--- config.mk ---
export PLATFORM = sky130hd
export DESIGN_NAME = ppm_stream_parser
export DESIGN_NICKNAME = d
export VERILOG_FILES = /design/src/sv/pps_pkg.sv /design/src/sv/pps_in_stage.sv /design/src/sv/pps_core.sv /design/src/sv/pps_out_stage.sv /design/src/sv/ppm_stream_parser.sv
export SDC_FILE = /design/constraint.sdc
export NUM_CORES = 1
export LEC_CHECK = 0
export BUFFER_PORTS_ARGS = -buffer_cell sky130_fd_sc_hd__buf_2
export CAP_MARGIN = 20
export CORE_AREA = 3 3 123 184
export CTS_CLUSTER_SIZE = 10
export DETAILED_ROUTE_END_ITERATION = 10
export DIE_AREA = 0 0 126 187
export PLACE_DENSITY = 0.79
export SETUP_SLACK_MARGIN = 0.15
export SKIP_LAST_GASP = 1
export SYNTH_ARGS = -nofsm -noshare
export SYNTH_HDL_FRONTEND = slang
export SYNTH_SLANG_ARGS = --single-unit
--- constraint.sdc ---
create_clock -name clock -period 18.2 [get_ports clock]
set_input_delay 1.82 -clock clock [delete_from_list [all_inputs] [get_ports clock]]
set_output_delay 1.82 -clock clock [all_outputs]
set_load 0.005 [all_outputs]
--- src/sv/pps_pkg.sv ---
// Shared types and codes for the PPM stream parser.
package pps_pkg;

   localparam logic [1:0] EV_HEADER = 2'd0;
   localparam logic [1:0] EV_PIXEL  = 2'd1;
   localparam logic [1:0] EV_ERROR  = 2'd2;

   localparam logic [3:0] ERR_MAGIC    = 4'd0;
   localparam logic [3:0] ERR_NO_SPACE = 4'd1;
   localparam logic [3:0] ERR_WIDTH    = 4'd2;
   localparam logic [3:0] ERR_HEIGHT   = 4'd3;
   localparam logic [3:0] ERR_MAXVAL   = 4'd4;
   localparam logic [3:0] ERR_LONG     = 4'd5;
   localparam logic [3:0] ERR_EARLY    = 4'd6;
   localparam logic [3:0] ERR_NEGATIVE = 4'd7;
   localparam logic [3:0] ERR_TOO_BIG  = 4'd8;

   localparam logic [7:0] CH_P     = 8'h50;
   localparam logic [7:0] CH_3     = 8'h33;
   localparam logic [7:0] CH_6     = 8'h36;
   localparam logic [7:0] CH_HASH  = 8'h23;
   localparam logic [7:0] CH_LF    = 8'h0A;
   localparam logic [7:0] CH_PLUS  = 8'h2B;
   localparam logic [7:0] CH_MINUS = 8'h2D;
   localparam logic [7:0] CH_ZERO  = 8'h30;

   typedef struct packed {
      logic       eos;
      logic [7:0] data;
   } item_type;

   typedef struct packed {
      logic [1:0]  kind;
      logic [7:0]  sample;
      logic [11:0] row;
      logic [13:0] col;
      logic        last;
      logic [12:0] width;
      logic [12:0] height;
      logic [15:0] max;
      logic        binary;
      logic [3:0]  err;
   } result_type;

endpackage

--- src/sv/pps_in_stage.sv ---
// Input register: holds one accepted item until the parser takes it.
module pps_in_stage (
   input  logic              clock,
   input  logic              reset,
   input  logic              req_tvalid,
   output logic              req_tready,
   input  logic [7:0]        req_data,
   input  logic              req_eos,
   input  logic              take,
   output logic              item_valid,
   output pps_pkg::item_type item
);

   logic              valid_ff;
   logic              valid_in;
   pps_pkg::item_type item_ff;

   assign req_tready = !valid_ff || take;
   assign valid_in   = req_tready ? req_tvalid : valid_ff;

   always_ff @(posedge clock) begin
      if (reset) begin
         valid_ff <= 1'b0;
      end else begin
         valid_ff <= valid_in;
      end
   end

   always_ff @(posedge clock) begin
      if (req_tvalid && req_tready) begin
         item_ff.eos  <= req_eos;
         item_ff.data <= req_data;
      end
   end

   assign item_valid = valid_ff;
   assign item       = item_ff;

endmodule

--- src/sv/pps_core.sv ---
// Parser state and single-pass next-state and result logic.
module pps_core #(
   parameter int MAX_WIDTH       = 4096,
   parameter int MAX_HEIGHT      = 4096,
   parameter int MAX_TOKEN_CHARS = 16,
   parameter int WW              = 13,
   parameter int HW              = 13,
   parameter int CW              = 14
) (
   input  logic                clock,
   input  logic                reset,
   input  logic                fire,
   input  pps_pkg::item_type   item,
   output logic                res_valid,
   output pps_pkg::result_type res
);

   localparam logic [3:0] PH_IDLE     = 4'd0;
   localparam logic [3:0] PH_MAGIC1   = 4'd1;
   localparam logic [3:0] PH_MAGIC2   = 4'd2;
   localparam logic [3:0] PH_WIDTH    = 4'd3;
   localparam logic [3:0] PH_HEIGHT   = 4'd4;
   localparam logic [3:0] PH_MAXVAL   = 4'd5;
   localparam logic [3:0] PH_SKIPLINE = 4'd6;
   localparam logic [3:0] PH_BINDATA  = 4'd7;
   localparam logic [3:0] PH_ASCDATA  = 4'd8;
   localparam logic [3:0] PH_ERROR    = 4'd9;
   localparam logic [3:0] PH_DONE     = 4'd10;

   logic [3:0]    phase_ff, phase_in;
   logic          bin_ff, bin_in;
   logic [16:0]   tval_ff, tval_in;
   logic [4:0]    tlen_ff, tlen_in;
   logic          tneg_ff, tneg_in;
   logic          cmt_ff, cmt_in;
   logic          tstop_ff, tstop_in;
   logic [WW-1:0] wid_ff, wid_in;
   logic [HW-1:0] hgt_ff, hgt_in;
   logic [15:0]   max_ff, max_in;
   logic [HW-1:0] rows_ff, rows_in;
   logic [CW-1:0] col_ff, col_in;

   logic        c_ws;
   logic        do_fin, fin_nl, do_pix, do_err, pix_last;
   logic [7:0]  pix_s;
   logic [3:0]  err_c;
   logic        fin_neg, fin_big;
   logic [20:0] acc;
   logic [31:0] rowlen32, row32, col_nx32;

   always_comb begin
      c_ws     = item.data inside {[8'h09:8'h0D], 8'h20};
      fin_neg  = tneg_ff && (tval_ff != 17'd0);
      fin_big  = tval_ff > 17'd65535;
      acc      = ({4'd0, tval_ff} << 3) + ({4'd0, tval_ff} << 1)
               + 21'(item.data - pps_pkg::CH_ZERO);
      rowlen32 = (32'(wid_ff) << 1) + 32'(wid_ff);
      row32    = 32'(hgt_ff) - 32'd1 - 32'(rows_ff);
      col_nx32 = 32'(col_ff) + 32'd1;
      pix_last = ((32'(rows_ff) + 32'd1) == 32'(hgt_ff)) && (col_nx32 == rowlen32);

      phase_in = phase_ff;
      bin_in   = bin_ff;
      tval_in  = tval_ff;
      tlen_in  = tlen_ff;
      tneg_in  = tneg_ff;
      cmt_in   = cmt_ff;
      tstop_in = tstop_ff;
      wid_in   = wid_ff;
      hgt_in   = hgt_ff;
      max_in   = max_ff;
      rows_in  = rows_ff;
      col_in   = col_ff;

      res_valid = 1'b0;
      res       = '0;
      do_fin    = 1'b0;
      fin_nl    = 1'b0;
      do_pix    = 1'b0;
      pix_s     = 8'd0;
      do_err    = 1'b0;
      err_c     = pps_pkg::ERR_MAGIC;

      if (fire) begin
         if (item.eos) begin
            if ((phase_ff inside {PH_WIDTH, PH_HEIGHT, PH_MAXVAL, PH_ASCDATA})
                && (tlen_ff != 5'd0)) begin
               do_fin = 1'b1;
            end
         end else begin
            case (phase_ff)
               PH_IDLE: begin
                  if (item.data != pps_pkg::CH_P) begin
                     do_err = 1'b1;
                     err_c  = pps_pkg::ERR_MAGIC;
                  end else begin
                     phase_in = PH_MAGIC1;
                  end
               end
               PH_MAGIC1: begin
                  if (item.data == pps_pkg::CH_3) begin
                     bin_in   = 1'b0;
                     phase_in = PH_MAGIC2;
                  end else if (item.data == pps_pkg::CH_6) begin
                     bin_in   = 1'b1;
                     phase_in = PH_MAGIC2;
                  end else begin
                     do_err = 1'b1;
                     err_c  = pps_pkg::ERR_MAGIC;
                  end
               end
               PH_MAGIC2: begin
                  if (!c_ws) begin
                     do_err = 1'b1;
                     err_c  = pps_pkg::ERR_NO_SPACE;
                  end else begin
                     phase_in = PH_WIDTH;
                     tval_in  = 17'd0;
                     tlen_in  = 5'd0;
                     tneg_in  = 1'b0;
                     tstop_in = 1'b0;
                     cmt_in   = 1'b0;
                  end
               end
               PH_WIDTH, PH_HEIGHT, PH_MAXVAL, PH_ASCDATA: begin
                  if (cmt_ff) begin
                     if (item.data == pps_pkg::CH_LF) begin
                        cmt_in = 1'b0;
                        do_fin = tlen_ff != 5'd0;
                        fin_nl = 1'b1;
                     end
                  end else if (item.data == pps_pkg::CH_HASH) begin
                     cmt_in = 1'b1;
                  end else if (c_ws) begin
                     do_fin = tlen_ff != 5'd0;
                     fin_nl = item.data == pps_pkg::CH_LF;
                  end else if ((32'(tlen_ff) + 32'd1) >= 32'(MAX_TOKEN_CHARS)) begin
                     do_err = 1'b1;
                     err_c  = pps_pkg::ERR_LONG;
                  end else begin
                     if ((tlen_ff == 5'd0) && ((item.data == pps_pkg::CH_MINUS)
                         || (item.data == pps_pkg::CH_PLUS))) begin
                        tneg_in = item.data == pps_pkg::CH_MINUS;
                     end else if ((item.data inside {[8'h30:8'h39]}) && !tstop_ff) begin
                        tval_in = (acc > 21'd65536) ? 17'd65536 : acc[16:0];
                     end else begin
                        tstop_in = 1'b1;
                     end
                     tlen_in = tlen_ff + 5'd1;
                  end
               end
               PH_SKIPLINE: begin
                  if (item.data == pps_pkg::CH_LF) begin
                     phase_in = PH_BINDATA;
                  end
               end
               PH_BINDATA: begin
                  do_pix = 1'b1;
                  pix_s  = item.data;
               end
               default: begin
               end
            endcase
         end

         if (do_fin) begin
            tval_in  = 17'd0;
            tlen_in  = 5'd0;
            tneg_in  = 1'b0;
            tstop_in = 1'b0;
            cmt_in   = 1'b0;
            case (phase_ff)
               PH_WIDTH: begin
                  if (fin_neg || (tval_ff == 17'd0)) begin
                     do_err = 1'b1;
                     err_c  = pps_pkg::ERR_WIDTH;
                  end else if (fin_big || (32'(tval_ff) > 32'(MAX_WIDTH))) begin
                     do_err = 1'b1;
                     err_c  = pps_pkg::ERR_TOO_BIG;
                  end else begin
                     wid_in   = tval_ff[WW-1:0];
                     phase_in = PH_HEIGHT;
                  end
               end
               PH_HEIGHT: begin
                  if (fin_neg || (tval_ff == 17'd0)) begin
                     do_err = 1'b1;
                     err_c  = pps_pkg::ERR_HEIGHT;
                  end else if (fin_big || (32'(tval_ff) > 32'(MAX_HEIGHT))) begin
                     do_err = 1'b1;
                     err_c  = pps_pkg::ERR_TOO_BIG;
                  end else begin
                     hgt_in   = tval_ff[HW-1:0];
                     phase_in = PH_MAXVAL;
                  end
               end
               PH_MAXVAL: begin
                  if (fin_neg || (tval_ff == 17'd0)) begin
                     do_err = 1'b1;
                     err_c  = pps_pkg::ERR_MAXVAL;
                  end else if (fin_big) begin
                     do_err = 1'b1;
                     err_c  = pps_pkg::ERR_TOO_BIG;
                  end else begin
                     max_in = tval_ff[15:0];
                     if (bin_ff) begin
                        phase_in = fin_nl ? PH_BINDATA : PH_SKIPLINE;
                     end else begin
                        phase_in = PH_ASCDATA;
                     end
                     col_in     = '0;
                     rows_in    = '0;
                     res_valid  = 1'b1;
                     res.kind   = pps_pkg::EV_HEADER;
                     res.width  = 13'(32'(wid_ff));
                     res.height = 13'(32'(hgt_ff));
                     res.max    = tval_ff[15:0];
                     res.binary = bin_ff;
                  end
               end
               PH_ASCDATA: begin
                  if (fin_neg) begin
                     do_err = 1'b1;
                     err_c  = pps_pkg::ERR_NEGATIVE;
                  end else if (fin_big) begin
                     do_err = 1'b1;
                     err_c  = pps_pkg::ERR_TOO_BIG;
                  end else begin
                     do_pix = 1'b1;
                     pix_s  = tval_ff[7:0];
                  end
               end
               default: begin
               end
            endcase
         end

         if (do_pix) begin
            res_valid  = 1'b1;
            res.kind   = pps_pkg::EV_PIXEL;
            res.sample = pix_s;
            res.row    = row32[11:0];
            res.col    = 14'(32'(col_ff));
            res.last   = pix_last;
            res.binary = bin_ff;
            if (col_nx32 >= rowlen32) begin
               col_in  = '0;
               rows_in = rows_ff + HW'(1);
            end else begin
               col_in = col_nx32[CW-1:0];
            end
            if (pix_last) begin
               phase_in = PH_DONE;
            end
         end

         if (do_err) begin
            res_valid = 1'b1;
            res       = '0;
            res.kind  = pps_pkg::EV_ERROR;
            res.err   = err_c;
            phase_in  = PH_ERROR;
            tval_in   = 17'd0;
            tlen_in   = 5'd0;
            tneg_in   = 1'b0;
            tstop_in  = 1'b0;
            cmt_in    = 1'b0;
         end

         if (item.eos) begin
            if (phase_ff inside {PH_IDLE, PH_ERROR, PH_DONE}) begin
               res_valid = 1'b0;
            end else if (!(do_err || (do_pix && pix_last))) begin
               res_valid = 1'b1;
               res       = '0;
               res.kind  = pps_pkg::EV_ERROR;
               res.err   = pps_pkg::ERR_EARLY;
            end
            phase_in = PH_IDLE;
            bin_in   = 1'b0;
            tval_in  = 17'd0;
            tlen_in  = 5'd0;
            tneg_in  = 1'b0;
            cmt_in   = 1'b0;
            tstop_in = 1'b0;
            wid_in   = '0;
            hgt_in   = '0;
            max_in   = 16'd0;
            rows_in  = '0;
            col_in   = '0;
         end
      end
   end

   always_ff @(posedge clock) begin
      if (reset) begin
         phase_ff <= PH_IDLE;
         bin_ff   <= 1'b0;
         tval_ff  <= 17'd0;
         tlen_ff  <= 5'd0;
         tneg_ff  <= 1'b0;
         cmt_ff   <= 1'b0;
         tstop_ff <= 1'b0;
         wid_ff   <= '0;
         hgt_ff   <= '0;
         max_ff   <= 16'd0;
         rows_ff  <= '0;
         col_ff   <= '0;
      end else begin
         phase_ff <= phase_in;
         bin_ff   <= bin_in;
         tval_ff  <= tval_in;
         tlen_ff  <= tlen_in;
         tneg_ff  <= tneg_in;
         cmt_ff   <= cmt_in;
         tstop_ff <= tstop_in;
         wid_ff   <= wid_in;
         hgt_ff   <= hgt_in;
         max_ff   <= max_in;
         rows_ff  <= rows_in;
         col_ff   <= col_in;
      end
   end

endmodule

--- src/sv/pps_out_stage.sv ---
// Result register: holds one result item until the sink takes it.
module pps_out_stage (
   input  logic                clock,
   input  logic                reset,
   input  logic                load,
   input  logic                res_valid,
   input  pps_pkg::result_type res,
   output logic                free,
   output logic                rsp_tvalid,
   input  logic                rsp_tready,
   output pps_pkg::result_type rsp
);

   logic                valid_ff;
   logic                valid_in;
   pps_pkg::result_type res_ff;

   assign free     = !valid_ff || rsp_tready;
   assign valid_in = load ? res_valid : (valid_ff && !rsp_tready);

   always_ff @(posedge clock) begin
      if (reset) begin
         valid_ff <= 1'b0;
      end else begin
         valid_ff <= valid_in;
      end
   end

   always_ff @(posedge clock) begin
      if (load && res_valid) begin
         res_ff <= res;
      end
   end

   assign rsp_tvalid = valid_ff;
   assign rsp        = res_ff;

endmodule

--- src/sv/ppm_stream_parser.sv ---
// PPM (P3/P6) byte stream parser, top level.
// One byte item per clock is accepted back to back while the result side keeps up; each item
// passes an input register and one pass of the parser's state update into the result
// register, from which its result is offered on rsp. The single-pass state update (token
// accumulate, row/column count) sets the one-item-per-clock rate. A result held by a stalled
// sink stops the parser, and req_tready drops once the input register holds an item. Each
// item gives at most one result: a header, a pixel byte with its row (numbered from the
// bottom row, which comes last) and byte column, or an error, after which bytes are dropped
// until an item with req_tlast set (end of stream, its data ignored) rearms the parser.
module ppm_stream_parser #(
   parameter int MAX_WIDTH       = 4096,
   parameter int MAX_HEIGHT      = 4096,
   parameter int MAX_TOKEN_CHARS = 16
) (
   input  logic        clock,
   input  logic        reset,
   input  logic        req_tvalid,
   output logic        req_tready,
   input  logic [7:0]  req_tdata,   // data_byte
   input  logic        req_tlast,   // end_of_stream
   output logic        rsp_tvalid,
   input  logic        rsp_tready,
   // sample_value, row_index, byte_column, image_width, image_height,
   // sample_max, is_binary, error_code, zero pad
   output logic [87:0] rsp_tdata,
   output logic [1:0]  rsp_tuser,   // event_kind
   output logic        rsp_tlast    // last_of_image
);

   localparam int WW = $clog2(MAX_WIDTH + 1);
   localparam int HW = $clog2(MAX_HEIGHT + 1);
   localparam int CW = $clog2(3 * MAX_WIDTH);

   logic                item_valid;
   pps_pkg::item_type   item;
   logic                out_free;
   logic                fire;
   logic                res_valid;
   pps_pkg::result_type res;
   pps_pkg::result_type rsp;

   assign fire = item_valid && out_free;

   pps_in_stage u_in (
      .clock      (clock),
      .reset      (reset),
      .req_tvalid (req_tvalid),
      .req_tready (req_tready),
      .req_data   (req_tdata),
      .req_eos    (req_tlast),
      .take       (fire),
      .item_valid (item_valid),
      .item       (item)
   );

   pps_core #(
      .MAX_WIDTH       (MAX_WIDTH),
      .MAX_HEIGHT      (MAX_HEIGHT),
      .MAX_TOKEN_CHARS (MAX_TOKEN_CHARS),
      .WW              (WW),
      .HW              (HW),
      .CW              (CW)
   ) u_core (
      .clock     (clock),
      .reset     (reset),
      .fire      (fire),
      .item      (item),
      .res_valid (res_valid),
      .res       (res)
   );

   pps_out_stage u_out (
      .clock      (clock),
      .reset      (reset),
      .load       (fire),
      .res_valid  (res_valid),
      .res        (res),
      .free       (out_free),
      .rsp_tvalid (rsp_tvalid),
      .rsp_tready (rsp_tready),
      .rsp        (rsp)
   );

   assign rsp_tdata = {7'd0, rsp.err, rsp.binary, rsp.max, rsp.height, rsp.width,
                       rsp.col, rsp.row, rsp.sample};
   assign rsp_tuser = rsp.kind;
   assign rsp_tlast = rsp.last;

   a_last_is_pixel: assert property (@(posedge clock) disable iff (reset)
      rsp_tvalid && rsp_tlast |-> rsp_tuser == pps_pkg::EV_PIXEL)
      else $error("last flag on a non-pixel item");

   a_header_maxval: assert property (@(posedge clock) disable iff (reset)
      rsp_tvalid && (rsp_tuser == pps_pkg::EV_HEADER) |-> rsp_tdata[75:60] != 16'd0)
      else $error("header item with zero maxval");

   a_error_clean: assert property (@(posedge clock) disable iff (reset)
      rsp_tvalid && (rsp_tuser == pps_pkg::EV_ERROR) |-> rsp_tdata[76:0] == 77'd0)
      else $error("error item carries pixel or header data");

endmodule

==> results.txt <==
The area share of xor/xnor cells in the synthesized design came out at 0.04563. The net switching power figure is 0.2068 mW. The cell count after synthesis came out at 1212.

The number of antenna diodes in the final layout is 0. The share of total power in sequential cells is 0.508. The height of the chip came out at 187 microns. The area growth from synthesis to layout is 10.36%. The post-detailed-route wirelength per cell is 18.10 microns. In this run the worst hold path is classified as reg2reg. The critical path's largest stage delay is 0.64 ns. The weighted congestion at the end of routability-driven global placement is 0.9470. The count of antenna-violating nets left after detailed routing is 0. TritonCTS built the clock tree. The logic gate share of total power came out at 0.066. The final-report hold violation count came out at 0.

CTS saw 178 sinks. The worst setup path is of the reg2reg kind. The insertion delay of the later-clocked pin in the worst-skew pair came out at 0.44 ns. In this run, synthesis produced a sequential element count of 178. Along the worst hold path, the cell count comes to 2. The number of pins with negative max-slew slack in the final report is 0. The power density normalized to cell area came out at 67.94 nW/um^2. Walking the worst path, the cells encountered are ha_1, fa_1, a21o_1, a21oi_1, o21ai_0, a31o_2, a41o_1, nor4_1, nor3_1, xnor2_1, ha_1, nand4_1, nor2_1, o2111ai_1, a2111oi_0, o211ai_1, or4_4, a211o_1, inv_2, and2_1. The sum of overflow across all layers after global routing is 0.

Setup violations remaining at the end of the flow were counted as 0. The flow ran to the end, and the final reports show no timing, DRC or antenna violations. Of the total power, the share spent switching nets is 0.2394. The most repeated library cell on the critical path is sky130_fd_sc_hd__ha_1.

The part of the total power dissipated in the clock network came out at 0.426. The core region is 21150 sq um. The number of flops mapped to enable cells by yosys came out at 93. The multiplexer share of the synthesized area is 0.02814.

The total leakage power came out at 5.031 nW. The quantity of hold-fixing buffers added after cts is 0. At the pin with the least slew margin, the transition time is 0.9392 ns.

The largest voltage drop on the vdd net is 0.05272 mV. In the final timing run, aggregate negative setup slack is 0 ns. The category of the worst setup path capture point is a register. The detailed placement HPWL came out at 21.60 mm. Using the TritonRoute via totals, the vias-per-cell ratio works out to 5.997. The reg-to-reg endpoint is u_out.rsp[52]. The compound-cell area share of the yosys netlist is 0.1749.

The share of the clock period used by the worst path after layout came out at 0.3057. The buffer levels on the longest clock path came out at 2. The number of global-route vias before repair came out at 9054. The initialized floorplan defines 65 standard-cell rows. Entering global routing, the biggest net connects 54 pins. In this run the most critical hold path is launched from u_core.tstop_ff. Leaving out fill and tap cells, the most frequent cells in the layout are 110 x sky130_fd_sc_hd__nor2_1, 98 x sky130_fd_sc_hd__buf_2, 93 x sky130_fd_sc_hd__edfxtp_1. After clock tree synthesis, the repair step resized 0 gates. The cell area that synthesis handed to floorplanning was 11520 sq um. The initial detailed-routing violation count came out at 763.

The fraction of layout cells with a size suffix above 1 is 0.1291. The worst-case headroom to the max-slew limit came out at 0.3738. The post-synthesis share of cell area spent on and, or, nand and nor gates came out at 0.1992. The worst setup path is launched from a register. The worst reg-to-reg path cell count is 20. The internal power of the cells is 0.6568 mW. The first global-routing pass estimated 45.72 mm of wire.

The width of the die is 126 microns. The largest family of logic cells by synthesized area is simple AND/OR/NAND/NOR gates. The quantity of I/O buffers inserted on ports is 98. The die area came out at 23560 sq um. The tool flagged a number of max-cap violations equal to 0. The number of different library cells used by synthesis comes to 88. The first-pass detailed-route iteration total came out at 5. Setup repair after global routing left no endpoint under its margin. The required time of the critical path came out at 18.50 ns. The largest individual stage delay along the critical path comes from the cell sky130_fd_sc_hd__a211o_1. For this block, the routed nets add up to 28.28 mm of wire. The number of H-tree levels is 4. The setup slack of the most critical reg-to-reg path is 12.64 ns. The share of async-settable or async-resettable flops after synthesis came out at 0. The library cell used most frequently in the layout, excluding fill and tap cells, is sky130_fd_sc_hd__nor2_1.

The clock input transition at the sequential cells of the worst setup and hold paths came out at 0.07 ns. The mean cell area of the mapped netlist is 9.503 sq um. The number of warnings issued by yosys is 0. The initial antenna violation count is 0. The number of vias after detailed routing came out at 9367. The capture endpoint of the worst hold path is u_core.tstop_ff. The maximum net fanout on the critical path came out at 26. The cell sitting at the root of the clock tree is a sky130_fd_sc_hd__clkbuf_16.

In this run the critical register-to-register path is launched from u_core.wid_ff[1]. The number of buffers inserted during clock tree synthesis came out at 17. The clock period minus worst slack is 5.564 ns. The I/O pin count is 106. In the synthesized netlist the dominant register cell turns out to be sky130_fd_sc_hd__edfxtp_1. The adder and majority gate portion of the synthesized area is 0.1073. The non-filler instance count after layout came out at 1562.

The critical path arrival is 5.86 ns. The part of the Yosys area used for sequential elements came out at 0.3902. The post-placement cell count came out at 1530. At the end of the flow, the number of nets in the layout was 1382.

The timing-limited maximum frequency is 179.7 MHz. Hold is met by 0.4974 ns. The maximum clock skew at final layout came out at 0.009282 ns. The post-detailed-route DRC marker count came out at 0. The number of setup buffers added after CTS is 0. The initial utilization of the core area, before any placement, comes to 0.5447. The all-layer global routing usage is 0.2390.
==> metal layers <==
metal / vias to the layer above / GRT usage / wire length [microns]
li1: 4550 / - / -
met1: 4466 / 0.2715 / 11020
met2: 285 / 0.4354 / 14850
met3: 66 / 0.03371 / 1224
met4: 0 / 0.1140 / 1188
met5: - / 0 / 0
==> cells in the mapped netlist, drive strengths merged, types with 8 or more instances <==
cell type | instances | area share
nor2b | 20 | 0.011
buf | 32 | 0.019
clkbuf | 32 | 0.010
xnor2 | 34 | 0.026
a32o | 8 | 0.0070
ha | 70 | 0.076
mux2i | 29 | 0.025
edfxtp | 93 | 0.24
a21o | 20 | 0.013
fa | 18 | 0.031
o211ai | 8 | 0.0052
o22ai | 8 | 0.0043
nand4 | 14 | 0.0076
nor2 | 112 | 0.037
inv | 74 | 0.024
a211oi | 10 | 0.0065
a21oi | 75 | 0.033
and2 | 63 | 0.034
dfxtp | 85 | 0.15
and3 | 16 | 0.0087
a22o | 18 | 0.014
xor2 | 26 | 0.020
nand2 | 74 | 0.024
nor3 | 38 | 0.017
o21ai | 43 | 0.019
a31oi | 13 | 0.0071
nand3 | 22 | 0.0096
nand2b | 15 | 0.0081
nor4 | 13 | 0.0084
==> metrics by stage <==
stage	total power [mW]	util	setup slack (ns)	area, sq um
after detailed placement	0.5043	0.5735	12.65	12130
final	0.8635	0.6011	12.64	12710
after global placement	0.5031	0.5735	12.75	12130
after global routing	0.8894	0.6011	12.21	12710
after CTS	0.8654	0.6011	12.62	12710
after floorplan	0.4850	-	11.81	11540
==> state kept, by name (all words and copies together), names as in the netlist <==
| register | flops |
|---|---|
| u_out.rsp | 84 |
| u_core.tval_ff | 17 |
| u_core.col_ff | 14 |
| u_core.hgt_ff | 13 |
| u_core.rows_ff | 13 |
| u_core.wid_ff | 13 |
| u_in.item | 9 |
| u_core.tlen_ff | 5 |
| u_core.phase_ff | 4 |
| u_core.bin_ff | 1 |
| u_core.cmt_ff | 1 |
| u_core.tneg_ff | 1 |
| u_core.tstop_ff | 1 |
| u_in.item_valid | 1 |
| u_out.rsp_tvalid | 1 |
==> cell type report <==
type                    count  area (sq um)
clock buffers              19         432.9
clock inverters            13         151.4
fillers                  1813          8434
inverters                  75         281.5
multi-input cells         901          6450
flip-flops and latches    178          4494
well taps                 268         335.3
repair buffers            108         565.5
==> logic make-up after synthesis <==
logic type	Yosys count
simple gates	427
compound gates	287
flops	178
buf+inv	139
fa+ha+maj	88
xor+xnor	60
mux	32
other cells	1
==> worst max path at each step <==
stage,from,slack (ns),to
2_1_floorplan,u_in.item[4],11.81,u_out.rsp[0]
6_report,u_core.wid_ff[1],12.64,u_out.rsp[52]
4_1_cts,u_core.wid_ff[1],12.62,u_out.rsp[52]
5_1_grt,u_core.wid_ff[1],12.21,u_out.rsp[62]
3_3_place_gp,u_core.wid_ff[1],12.75,u_out.rsp[61]
3_5_place_dp,u_core.wid_ff[1],12.65,u_out.rsp[52]
==> worst max-delay path, delay by kind of cell (launching register included) <==
kind,cells,cell delay [ns]
fa+ha+maj,3,0.93
compound gates,9,2.45
simple gates,6,1.26
buf+inv,1,0.27
flops,1,0.36
xor+xnor,1,0.13
==> power by group through the flow <==
stage | Sequential [mW] | Combinational [mW] | Clock [mW]
finish | 0.439 | 0.0569 | 0.368
CTS | 0.439 | 0.0570 | 0.370
floorplan | 0.445 | 0.0398 | 0
global route | 0.440 | 0.0632 | 0.387
global placement | 0.447 | 0.0557 | 0
detailed placement | 0.448 | 0.0567 | 0
Note: power is estimated with default switching activity, not from simulation.
